<file path="src/rtl/core/dep_pkg.sv">
// shared types, sizes and codes for the double-ended priority queue
// used by every module of the block; depends on nothing else
package dep_pkg;

   localparam int CAPACITY     = 256;
   localparam int KEY_BITS     = 24;
   localparam int PAYLOAD_BITS = 24;

   // fixed widths of the request and response fields
   localparam int CMD_FIELD_BITS = 2;
   localparam int KEY_FIELD_BITS = 24;
   localparam int PAY_FIELD_BITS = 24;
   localparam int STS_FIELD_BITS = 2;

   localparam int COUNT_BITS = $clog2(CAPACITY + 1);
   localparam int FAN_IN     = 8;
   // one flag bit for a matching key plus the payload of the top entry
   localparam int TREE_BITS  = PAYLOAD_BITS + 1;

   typedef enum logic [CMD_FIELD_BITS-1:0] {
      CMD_INSERT  = 2'd0,
      CMD_POP_MAX = 2'd1,
      CMD_POP_MIN = 2'd2,
      CMD_NOP     = 2'd3
   } cmd_type;

   typedef enum logic [STS_FIELD_BITS-1:0] {
      STS_OK    = 2'd0,
      STS_EMPTY = 2'd1,
      STS_FULL  = 2'd2,
      STS_DUP   = 2'd3
   } status_type;

   typedef struct packed {
      logic [CMD_FIELD_BITS-1:0] command;
      logic [KEY_FIELD_BITS-1:0] priority_req;
      logic [PAY_FIELD_BITS-1:0] payload;
   } req_type;

   typedef struct packed {
      logic [PAY_FIELD_BITS-1:0] payload_out;
      logic [STS_FIELD_BITS-1:0] status;
   } rsp_type;

   typedef struct packed {
      logic                    valid;
      logic [KEY_BITS-1:0]     key;
      logic [PAYLOAD_BITS-1:0] payload;
   } cell_data_type;

   typedef struct packed {
      logic                    find_dup;
      logic                    find_max;
      logic                    shift_ins;
      logic                    shift_min;
      logic                    drop_max;
      logic [KEY_BITS-1:0]     key;
      logic [PAYLOAD_BITS-1:0] payload;
   } cell_ctrl_type;

   // nodes in level lvl of the reduction tree, level 0 sits on the cells
   function automatic int level_nodes(input int lvl);
      int n;
      n = CAPACITY;
      for (int i = 0; i <= lvl; i++) begin
         n = (n + FAN_IN - 1) / FAN_IN;
      end
      return n;
   endfunction

   function automatic int tree_levels();
      int n;
      int lv;
      n  = CAPACITY;
      lv = 0;
      for (int i = 0; i < 32; i++) begin
         if (n > 1 || lv == 0) begin
            n  = (n + FAN_IN - 1) / FAN_IN;
            lv = lv + 1;
         end
      end
      return lv;
   endfunction

   localparam int TREE_LEVELS = tree_levels();
   localparam int WAIT_BITS   = $clog2(TREE_LEVELS + 1);

endpackage

</file>
<file path="src/rtl/core/dep_cell.sv">
// one slot of the sorted array: holds a key, a payload and a valid bit
// depends on dep_pkg; trades entries with its two neighbors
module dep_cell import dep_pkg::*; (
   input  logic                 clock,
   input  logic                 reset,
   input  cell_ctrl_type        ctrl,
   input  cell_data_type        prev_data,
   input  logic                 prev_lt,
   input  cell_data_type        next_data,
   output cell_data_type        data,
   output logic                 lt,
   output logic [TREE_BITS-1:0] tree_bits
);

   cell_data_type data_ff;
   cell_data_type data_in;
   logic          hit;
   logic          is_top;

   assign lt     = data_ff.valid && (data_ff.key < ctrl.key);
   assign hit    = data_ff.valid && (data_ff.key == ctrl.key);
   assign is_top = data_ff.valid && !next_data.valid;
   assign data   = data_ff;

   assign tree_bits = {(ctrl.find_max && is_top) ? data_ff.payload : {PAYLOAD_BITS{1'b0}},
                       ctrl.find_dup && hit};

   always_comb begin
      data_in = data_ff;
      priority if (ctrl.shift_ins) begin
         // smaller keys stay, the first larger slot takes the new entry
         if (lt) begin
            data_in = data_ff;
         end else if (prev_lt) begin
            data_in.valid   = 1'b1;
            data_in.key     = ctrl.key;
            data_in.payload = ctrl.payload;
         end else begin
            data_in = prev_data;
         end
      end else if (ctrl.shift_min) begin
         data_in = next_data;
      end else if (ctrl.drop_max && is_top) begin
         data_in.valid = 1'b0;
      end
   end

   always_ff @(posedge clock) begin
      if (reset) begin
         data_ff.valid <= 1'b0;
      end else begin
         data_ff <= data_in;
      end
   end

endmodule

</file>
<file path="config.mk">
export PLATFORM = sky130hd
export DESIGN_NAME = dep_cell
export DESIGN_NICKNAME = d
export VERILOG_FILES = /design/src/rtl/core/dep_pkg.sv /design/src/rtl/core/dep_cell.sv
export SDC_FILE = /design/constraint.sdc
export NUM_CORES = 1
export LEC_CHECK = 0
export ABC_AREA = 1
export BUFFER_PORTS_ARGS = -buffer_cell sky130_fd_sc_hd__buf_2
export CAP_MARGIN = 20
export CORE_AREA = 2 2 95 97
export DETAILED_ROUTE_END_ITERATION = 8
export DIE_AREA = 0 0 97 99
export PLACE_DENSITY = 0.74
export SLEW_MARGIN = 10
export SYNTH_ARGS = -nofsm -noshare
export SYNTH_HDL_FRONTEND = slang
export SYNTH_SLANG_ARGS = --single-unit
</file>
<file path="constraint.sdc">
create_clock -name clock -period 2.95 [get_ports clock]
set_input_delay 0.4425 -clock clock [delete_from_list [all_inputs] [get_ports clock]]
set_output_delay 0.4425 -clock clock [all_outputs]
set_load 0.05 [all_outputs]
</file>
# --- Word-level counts from Yosys, hierarchy flattened ---
# Cells that the tools add are included.
totals:
  regBits: 49
  wordCells: 25
  rom_bits: 0
  input_bits: 154
  latch_bits: 0
  output_inout_bits: 75
  n_memories: 0
  ramBits: 0
classes:
  n_shift: 0
  n_reduce_logical: 11
  magnitude_cmp: 1
  eq_ne: 2
  muxes: 7
  bitwise: 1
  multipliers: 0
  div_mod_pow: 0
  n_addsub: 0
ops:
  columns: ["op", "count"]
  rows:
  - ["$mux 49", 3]
  - ["$mux 48", 1]
  - ["$eq 24x24->1", 1]
  - ["$lt 24x24->1", 1]
  - ["$mux 24", 1]
  - ["$logic_and 1x1->1", 6]
  - ["$reduce_and 3->1", 1]
  - ["$reduce_bool 3->1", 1]
  - ["$mux 1", 2]
  - ["$ne 2x2->1 const B", 1]
  - ["$reduce_and 2->1", 1]
  - ["$reduce_bool 2->1", 1]
  - ["$logic_not 1->1", 1]
  - ["$not 1->1", 1]

# --- Longest topological paths before layout ---
# Gate-level depths: netlist of the first run.
depth:
  depth_word: 6
  ltp_mapped: 15

# --- Least setup slack after synthesis of the first run ---
# OpenSTA, ideal clock, no wires.
synth_timing:
  path_kind: "register -> register"
  from: "reg data_ff, in the netlist data[39]"
  to: "reg data_ff, in the netlist data[0], enable pin"
  period_less_slack_ns: 2.933
  t_required_ns: 2.548
  path_slack_ns: 0.017
  n_path_buf: 0
  stages_incl_launch_ff: 10
  arrival_time_ns: 2.530
  cell_sequence: "edfxtp_1 -> ha_1 -> nand2_1 -> nor2_1 -> nand4_1 -> nor2_1 -> nand2_1 -> nand4_1 -> o211ai_1 -> inv_1"
synth_via:
  elab_chain_len: 4
synth_rtl:
  columns: ["element", "line", "text"]
  rows:
  - ["start: declaration", "dep_cell.sv:15", "cell_data_type data_ff;"]
  - ["start signal: assignment", "dep_cell.sv:52", "data_ff <= data_in;"]
  - ["$lt 24x24->1", "dep_cell.sv:20", "assign lt = data_ff.valid && (data_ff.key < ctrl.key);"]
  - ["$logic_and 1x1->1", "dep_cell.sv:20", null]
  - ["$ne 2x2->1 (no source line)", null, null]
  - ["$reduce_and 3->1 (no source line)", null, null]
# Every way passes these cells.
# A chain may end at the register's enable or synchronous reset.

# --- Worst setup path in the final report of the first run ---
layout_timing:
  from: "reg data_ff, in the netlist data[39]"
  to: "out lt"
layout_via:
  elab_chain_len: 2
layout_rtl:
  columns: ["element", "line", "text"]
  rows:
  - ["$lt 24x24->1", "dep_cell.sv:20", null]
  - ["$logic_and 1x1->1", "dep_cell.sv:20", null]
  - ["end: declaration", "dep_cell.sv:11", "output logic lt,"]
# Every way passes these cells.

==> flow_metrics.py, run 1 <==
metrics = {
    "detailed_routing": {
        "antenna_left": 0,
        "wl_um": 10650,
        "vias": 3766,
        "initialDrtViolationCount": 146,
        "drc": 0,
        "wl_per_cell_um": 13.76,
        "vias_per_cell": 4.866,
        "firstDrtPassIters": 4,
    },
    "layout": {
        "largest_reg_flops": 49,
        "area_delta_synth_final_pct": 40.07,
        "seqCellArea_um2": 1461,
        "drive_above_1_share": 0.3699,
        "fill_cells": 843,
        "multiInputGateArea_um2": 1545,
        "nets": 842,
        "layout_common_cells": "buf_2 (228), nand2_1 (84), nor2_1 (82)",
        "final_common_cell": "buf_2",
    },
    "global_routing": {
        "first_global_vias": 3667,
        "antenna_found_initial": 1,
        "grt_use_met1": 0.2443,
        "grt_max_degree": 50,
        "grt.total_usage": 0.2155,
        "met3_usage": 0.03546,
        "grt_overflow": 0,
        "grt.met2_usage": 0.4071,
        "top_usage_layer": "met2",
        "grt_pass1_wl_um": 17030,
    },
    "timing": {
        "hold_viol": 0,
        "max_freq_ghz": 0.4257,
        "worst_pin_slew_ps": 883.9,
        "finalSetupViolations": 0,
        "rsz0062_at_grt": "no",
        "finalSetupTns_ps": 0,
        "fin_crit_sh": 0.7963,
        "finClkSkew_ps": 14.47,
        "slew_viol_final": 0,
        "max_slew_margin": 0.4099,
        "fin_crit_ps": 2349,
    },
    "clocking": {
        "cts_tree": "built",
        "cts_buffers": 5,
        "postCtsSetupBuffers": 0,
        "clockRootBuffer": "clkbuf_8",
        "cts_resized": 0,
        "clockBufferDepth": 2,
        "cts_hold_repair.buffers": 0,
        "clkTransAtPathRegs_ps": 100,
        "cts_max_level": 2,
        "cts.sinks": 49,
        "clock_latency_ps": 300,
    },
    "place": {
        "gp_congestion": 0.8873,
        "place_hpwl_um": 8281,
        "place.port_buffers": 228,
    },
    "power": {
        "powerDensity_nw_per_um2": 420.4,
        "p_total_w": 0.001975,
        "leakagePower_nw": 2.549,
        "vdd_drop_max_mv": 0.2423,
    },
    "synth": {
        "synth_nets": 623,
        "synthTopCellsByArea": "edfxtp_1 (43%), o21ai_0 (11%), nand2_1 (9.4%)",
        "avgSynthCellArea_um2": 7.535,
        "synth_top_cell_area_share": 0.4299,
        "ys_seq_area_frac": 0.4358,
        "yosys.area.top_type": "edfxtp_1",
        "synth_edf_count": 48,
        "synth_area_um2": 3353,
        "ys.warnings.count": 0,
        "ys.flop_type": "edfxtp_1",
        "ys_types": 24,
        "syn_inst": 445,
        "ys_ff_latch": 49,
        "synthArstFlopShare": 0,
    },
    "worst_setup_path": {
        "cpMaxStageDelayCell": "edfxtp_1",
        "worstSetupStartpoint": "data[39]",
        "cp.required_ps": 2510,
        "worstSetupPathType": "reg2out",
        "startpoint_type": "flip-flop",
        "crit_arrival_ps": 1910,
        "endpoint_kind": "output port",
        "worstPathCellList": "ha_1 -> nand2_1 -> nor2_1 -> nand4_1 -> nor2_1 -> nand2_1 -> and3_2 -> buf_2",
        "cp_max_fo": 2,
        "worst_r2r_startpoint": "data[39]",
        "crit_path_max_incr_delay_ps": 410,
    },
    "floorplanning": {
        "die-area_um2": 9603,
        "start_util": 0.3922,
        "core_um2": 8551,
        "ioPinCount": 229,
        "die_w_um": 97,
        "num_rows": 34,
        "die_h_um": 99,
    },
    "hold_path": {
        "worstHoldStart": "reset",
        "hp-class": "in2reg",
    },
    "status": {
        "outcome": "completed",
    },
    "job": {
        "maxCapViolCount": 0,
    },
}
[power breakdown]
group,total [W],internal (W),leakage [nW],switching (W)
Sequential,0.000865,0.000835,0.469,0.0000298
Combinational,0.000637,0.000201,2.03,0.000435
Clock,0.000473,0.000251,0.0528,0.000222
[routing by layer]
layer,vias up,share of wire
li1,1883,-
met1,1689,0.39
met2,176,0.52
met3,18,0.068
met4,0,0.025
met5,-,0
[kinds of logic after synthesis]
group,count (synthesis),share of synthesized area
DFF,49,0.4358
and+or+nand+nor,176,0.2056
adders and majority gates,24,0.08955
buffers and inverters,88,0.1034
AOI/OAI and AO/OA,108,0.1657
[per-stage QoR]
| step | hold slack, ps | utilization | setup slack (ps) | instances | instance area (um^2) |
|---|---|---|---|---|---|
| final | 405.4 | 0.5493 | 601.0 | 774 | 4697 |
| after global routing | 399.5 | 0.5493 | 451.9 | 774 | 4697 |
| after CTS | 394.6 | 0.5490 | 588.0 | 773 | 4695 |
| after detailed placement | 618.4 | 0.5366 | 595.4 | 765 | 4588 |
| after global placement | 597.5 | 0.5366 | 658.5 | 765 | 4588 |
| after floorplan | 598.0 | - | 17.40 | 445 | 3353 |
[final timing paths]
kind / endpoint / slack, ps / cells past startpoint
setup / recovery: lt / 600 / 8
hold / removal: data[48] / 410 / 4
setup reg to reg: data[47] / 740 / 10
hold reg to reg: data[48] / 640 / 4
[synth_stat cells, types with 2 or more instances]
| library cell | count |
|---|---|
| nand4_1 | 3 |
| ha_1 | 24 |
| nand3_1 | 3 |
| buf_4 | 3 |
| inv_2 | 2 |
| nand2_1 | 84 |
| nor2_1 | 82 |
| a21o_1 | 2 |
| o21ai_0 | 77 |
| buf_2 | 4 |
| clkbuf_1 | 15 |
| edfxtp_1 | 48 |
| a21oi_1 | 5 |
| inv_1 | 64 |
| o21ai_1 | 20 |
[worst max-delay path, delay by kind of cell, from the launching register on]
family / cells / cell delay [ps]
adders and majority gates: 1 / 310
buffers and inverters: 1 / 210
and+or+nand+nor: 6 / 690
DFF: 1 / 410
[final cells by class]
cell class	count	area share
clock buffers	6	0.01545
clock inverters	2	0.007192
flip-flops and latches	49	0.3111
inverters	66	0.05274
well taps	108	0.02877
repair buffers	234	0.2552
diodes	1	0.0005328
multi-input cells	308	0.3290
Power figures use the tool's default switching activity.
==> run 2, diff against run 1 <==
CORE_AREA = 2 2 97 99   (was 2 2 95 97)
DIE_AREA = 0 0 99 101   (was 0 0 97 99)
PLACE_DENSITY = 0.75   (was 0.74)
clock period = 2.1 ns   (was 2.95 ns; I/O delays follow)
==> run 2 against run 1 <==
Against the previous run:
- the flow now finishes with violations (setup timing)
- power grew 40%
- global-route usage shrank 1.2 points
- first-iteration DRC count shrank 2.7%
- cell count grew 4.4%
- largest power group unchanged
==> flow_metrics.py, run 2 (synthesis results as in run 1) <==
metrics = {
    "place": {
        "dp.cells": 786,
        "place.port_buffers": 228,
        "gp_congestion": 0.8318,
        "place_hpwl_um": 8514,
    },
    "power": {
        "leakagePower_nw": 2.697,
        "powerDensity_nw_per_um2": 542.3,
        "vdd_drop_max_mv": 0.2952,
    },
    "global_routing": {
        "antenna_found_initial": 0,
        "first_global_vias": 3663,
        "grt_overflow": 0,
        "grt.total_usage": 0.2034,
        "grt_max_degree": 50,
        "grt_pass1_wl_um": 16400,
    },
    "worst_setup_path": {
        "endpoint_kind": "output port",
        "worst_r2r_startpoint": "data[26]",
        "startpoint_type": "flip-flop",
        "worstSetupStartpoint": "data[39]",
        "regToRegSetupSlack_ps": -80,
        "crit_arrival_ps": 1880,
        "crit_end": "tree_bits[0]",
        "cp.required_ps": 1780,
        "timing.rr.end": "data[36]",
        "worstSetupPathType": "reg2out",
        "cp_max_fo": 2,
        "rr_worst_depth": 13,
    },
    "clocking": {
        "clockRootBuffer": "clkbuf_8",
        "cts_tree": "built",
        "cts_buffers": 5,
        "clock_latency_ps": 300,
        "cts.sinks": 49,
        "cts_max_level": 2,
        "clockBufferDepth": 2,
        "clkTransAtPathRegs_ps": 90,
    },
    "floorplanning": {
        "core_um2": 8977,
        "num_rows": 35,
        "start_util": 0.3735,
        "die_w_um": 99,
        "ioPinCount": 229,
        "die_h_um": 101,
        "die-area_um2": 9999,
    },
    "status": {
        "outcome": "complete, but fails checks",
        "violations": "setup timing",
    },
    "timing": {
        "fin_crit_ps": 2198,
        "layout_setup_ws_ps": -97.55,
        "finClkSkew_ps": 5.404,
        "fin_crit_sh": 1.046,
        "max_slew_margin": 0.6981,
        "finalSetupViolations": 50,
        "hold_viol": 0,
        "slew_viol_final": 0,
        "rsz0062_at_grt": "yes",
        "finalSetupTns_ps": -3340,
        "worst_pin_slew_ps": 452.9,
        "max_freq_ghz": 0.4551,
    },
    "layout": {
        "drive_above_1_share": 0.4419,
        "nets": 874,
        "num_antenna_cells": 0,
        "stdcell_count": 808,
        "largest_reg_flops": 49,
        "layout_common_cells": "buf_2 (226), nand2_1 (82), o21ai_0 (77)",
        "final_common_cell": "buf_2",
        "area_delta_synth_final_pct": 51.75,
    },
    "detailed_routing": {
        "initialDrtViolationCount": 142,
        "wl_um": 10750,
        "vias_per_cell": 4.780,
        "vias": 3862,
        "wl_per_cell_um": 13.31,
        "antenna_left": 0,
        "firstDrtPassIters": 4,
        "drc": 0,
    },
    "job": {
        "maxCapViolCount": 0,
    },
    "hold_path": {
        "hp-class": "in2reg",
    },
}
-- run 2: how the worst min path moves through the flow --
stage | start | cells past startpoint | slack [ps] | to
final | reset | 4 | 260 | data[48]
after global routing | reset | 4 | 280 | data[48]
after CTS | reset | 4 | 250 | data[48]
after detailed placement | data[48] | 4 | 550 | data[48]
after global placement | data[48] | 4 | 550 | data[48]
after floorplan | reset | 3 | 470 | data[48]
-- run 2: critical path, cell delays in order, from the launching register on --
cell and delay [ps]:
edfxtp_1 410, ha_1 320, nand2_2 60, nor2_2 100, nand4_1 120, nor2_2 140
buf_4 120, and3_4 170, buf_8 140
-- run 2: power by group --
part	internal (W)	switching (W)	total, W
clock	0.000235	0.000311	0.000546
combinational	0.000359	0.000639	0.000998
sequential	0.00117	0.0000421	0.00122
total	0.00177	0.000993	0.00276
-- run 2: area by class of cell --
| class | instances | area (um^2) |
|---|---|---|
| repair buffers | 266 | 1511 |
| fillers | 854 | 3889 |
| inverters | 66 | 251.5 |
| flip-flops and latches | 49 | 1461 |
| clock inverters | 2 | 15.01 |
| multi-input cells | 308 | 1638 |
| clock buffers | 6 | 72.57 |
| well taps | 111 | 138.9 |
-- run 2: what timing repair did --
action,in CTS,in global routing
hold buffers,0,0
cloned,1,0
buffers inserted,8,6
pin swaps,14,4
gates resized for setup,15,5
setup endpoints to repair,50,50
-- run 2: per-stage QoR --
step,power (W),setup slack [ps],util,cell area [um^2],hold WS [ps]
final,0.002759,-97.55,0.5668,5089,264.0
after global routing,0.002915,-293.8,0.5668,5089,276.8
after CTS,0.002771,-127.4,0.5615,5041,253.7
after detailed placement,0.002182,-135.4,0.5355,4807,550.3
after global placement,0.002159,-81.95,0.5355,4807,547.0
after floorplan,0.001822,-609.7,-,3408,470.7
-- run 2: per-layer routing --
metal	track usage	share of wire	up-vias	routed length, um
li1	-	-	1943	-
met1	0.2396	0.40	1762	4266
met2	0.3753	0.53	146	5668
met3	0.03537	0.062	11	669
met4	0.06428	0.014	0	148
met5	0	0	-	0
==> run 3, diff against run 2 <==
REMOVE_ABC_BUFFERS = 1   (was default)
SLEW_MARGIN = 15   (was 10)
TNS_END_PERCENT = 30   (was default)
==> run 3 against run 2 <==
Against the previous run:
- the run still ends with setup timing left
- sequential cell count unchanged
- worst hold slack worse by 12 ps
- die area is the same
- cell count fell by 2.8%
- critical endpoint unchanged
==> flow_metrics.py, run 3 (synthesis results as in run 1) <==
metrics = {
    "global_routing": {
        "grt_overflow": 0,
        "antenna_found_initial": 0,
        "grt.total_usage": 0.2097,
        "grt_pass1_wl_um": 16720,
        "first_global_vias": 3730,
        "grt_max_degree": 50,
    },
    "timing": {
        "finalSetupViolations": 50,
        "max_freq_ghz": 0.4418,
        "max_slew_margin": 0.6473,
        "finalSetupTns_ps": -5369,
        "worst_pin_slew_ps": 529.0,
        "slew_viol_final": 0,
        "layout_setup_ws_ps": -163.2,
        "rsz0062_at_grt": "yes",
        "finClkSkew_ps": 14.33,
        "hold_slack_ps": 251.9,
        "fin_crit_sh": 1.078,
        "fin_crit_ps": 2263,
        "hold_viol": 0,
    },
    "power": {
        "power_frac_seq": 0.427,
        "p_int_w": 0.001862,
        "comb_power_share": 0.340,
        "clockPowerShare": 0.233,
        "leakagePower_nw": 2.630,
        "vdd_drop_max_mv": 0.3346,
        "swShare": 0.3470,
        "switchingPower_w": 0.0009892,
        "powerDensity_nw_per_um2": 578.2,
    },
    "floorplanning": {
        "die_h_um": 101,
        "die-area_um2": 9999,
        "start_util": 0.3735,
        "core_um2": 8977,
        "die_w_um": 99,
        "num_rows": 35,
        "ioPinCount": 229,
    },
    "worst_setup_path": {
        "crit_arrival_ps": 1950,
        "timing.rr.end": "data[1]",
        "rr_worst_depth": 11,
        "cp.required_ps": 1780,
        "cp_max_fo": 2,
        "regToRegSetupSlack_ps": -140,
        "worstSetupPathType": "reg2out",
        "worst_r2r_startpoint": "data[37]",
        "endpoint_kind": "output port",
        "startpoint_type": "flip-flop",
    },
    "layout": {
        "layout_common_cells": "buf_2 (226), nand2_1 (82), nor2_1 (80)",
        "num_antenna_cells": 0,
        "area_delta_synth_final_pct": 47.05,
        "nets": 851,
        "drive_above_1_share": 0.3887,
        "largest_reg_flops": 49,
        "final_common_cell": "buf_2",
        "fin_util": 0.5493,
    },
    "status": {
        "violations": "setup timing",
        "outcome": "complete, but fails checks",
    },
    "place": {
        "gp_congestion": 0.8066,
        "place.port_buffers": 228,
        "place_hpwl_um": 8296,
    },
    "detailed_routing": {
        "vias_per_cell": 4.857,
        "initialDrtViolationCount": 136,
        "drc": 0,
        "antenna_left": 0,
        "firstDrtPassIters": 6,
        "wl_um": 10830,
        "wl_per_cell_um": 13.80,
        "vias": 3813,
    },
    "clocking": {
        "cts_hold_repair.buffers": 0,
        "cts_buffers": 5,
        "clockRootBuffer": "clkbuf_8",
        "cts.sinks": 49,
        "clkTransAtPathRegs_ps": 100,
        "clockBufferDepth": 2,
        "cts_max_level": 2,
        "clock_latency_ps": 300,
        "cts_tree": "built",
    },
    "hold_path": {
        "worstHoldEndpoint": "data[48]",
        "holdPathStages": 4,
        "hp-class": "in2reg",
        "worstHoldStart": "reset",
    },
    "job": {
        "maxCapViolCount": 0,
    },
}
## run 3: cell types whose count changed in the layout (fill, tap and decap cells not counted), moves of 3 or more
cell and change:
clkinvlp_4 -3, nor2_1 +21, buf_4 -24, nor2_2 -22
## run 3: final cells by class
cell class              count  area (um^2)
well taps                 111        138.9
multi-input cells         308         1599
repair buffers            243         1378
flip-flops and latches     49         1461
clock buffers               6        72.57
clock inverters             2        33.78
inverters                  66        247.7
fillers                   869         4046
## run 3: per-stage QoR
stage               std cells  total power (W)  area, um^2  setup WS, ps
floorplan                 423         0.001788        3254        -830.0
global placement          771         0.002122        4639        -27.58
detailed placement        771         0.002148        4639        -116.9
CTS                       781         0.002841        4837        -201.4
global route              785         0.003005        4931        -226.4
finish                    785         0.002851        4931        -163.2
## run 3: how the worst max path moves through the flow
stage	from	endpoint	slack [ps]	cells after the start
3_5_place_dp	ctrl[39]	data[37]	-120	12
5_1_grt	data[37]	tree_bits[0]	-230	8
6_report	data[37]	tree_bits[0]	-160	8
3_3_place_gp	ctrl[39]	data[1]	-30	12
2_1_floorplan	data[39]	data[0]	-830	9
4_1_cts	data[37]	tree_bits[0]	-200	8
## run 3: critical path, stage by stage, from the launching register on
cell	delay, ps
edfxtp_1	470
ha_4	330
nand2_4	50
nor2_4	80
nand4_1	120
nor2_1	150
buf_4	130
and3_4	170
buf_8	140
## run 3: power groups by stage
stage	clock network [W]	logic [W]	registers [W]
6_report	0.000664	0.000969	0.00122
3_5_place_dp	0	0.000911	0.00124
3_3_place_gp	0	0.000887	0.00124
2_1_floorplan	0	0.000305	0.00148
4_1_cts	0.000681	0.000944	0.00122
5_1_grt	0.000721	0.00106	0.00123
## run 3: routing by layer
metal	share of wire	global-route usage
met1	0.40	0.2384
met2	0.51	0.3976
met3	0.075	0.03398
met5	0	0
met4	0.016	0.06955
## run 3: repair_timing
action	4_1_cts	5_1_grt
setup buffers	1	4
endpoints found under the setup margin	50	50
gates cloned	1	1
gates resized for setup	14	7
pin swaps	6	6
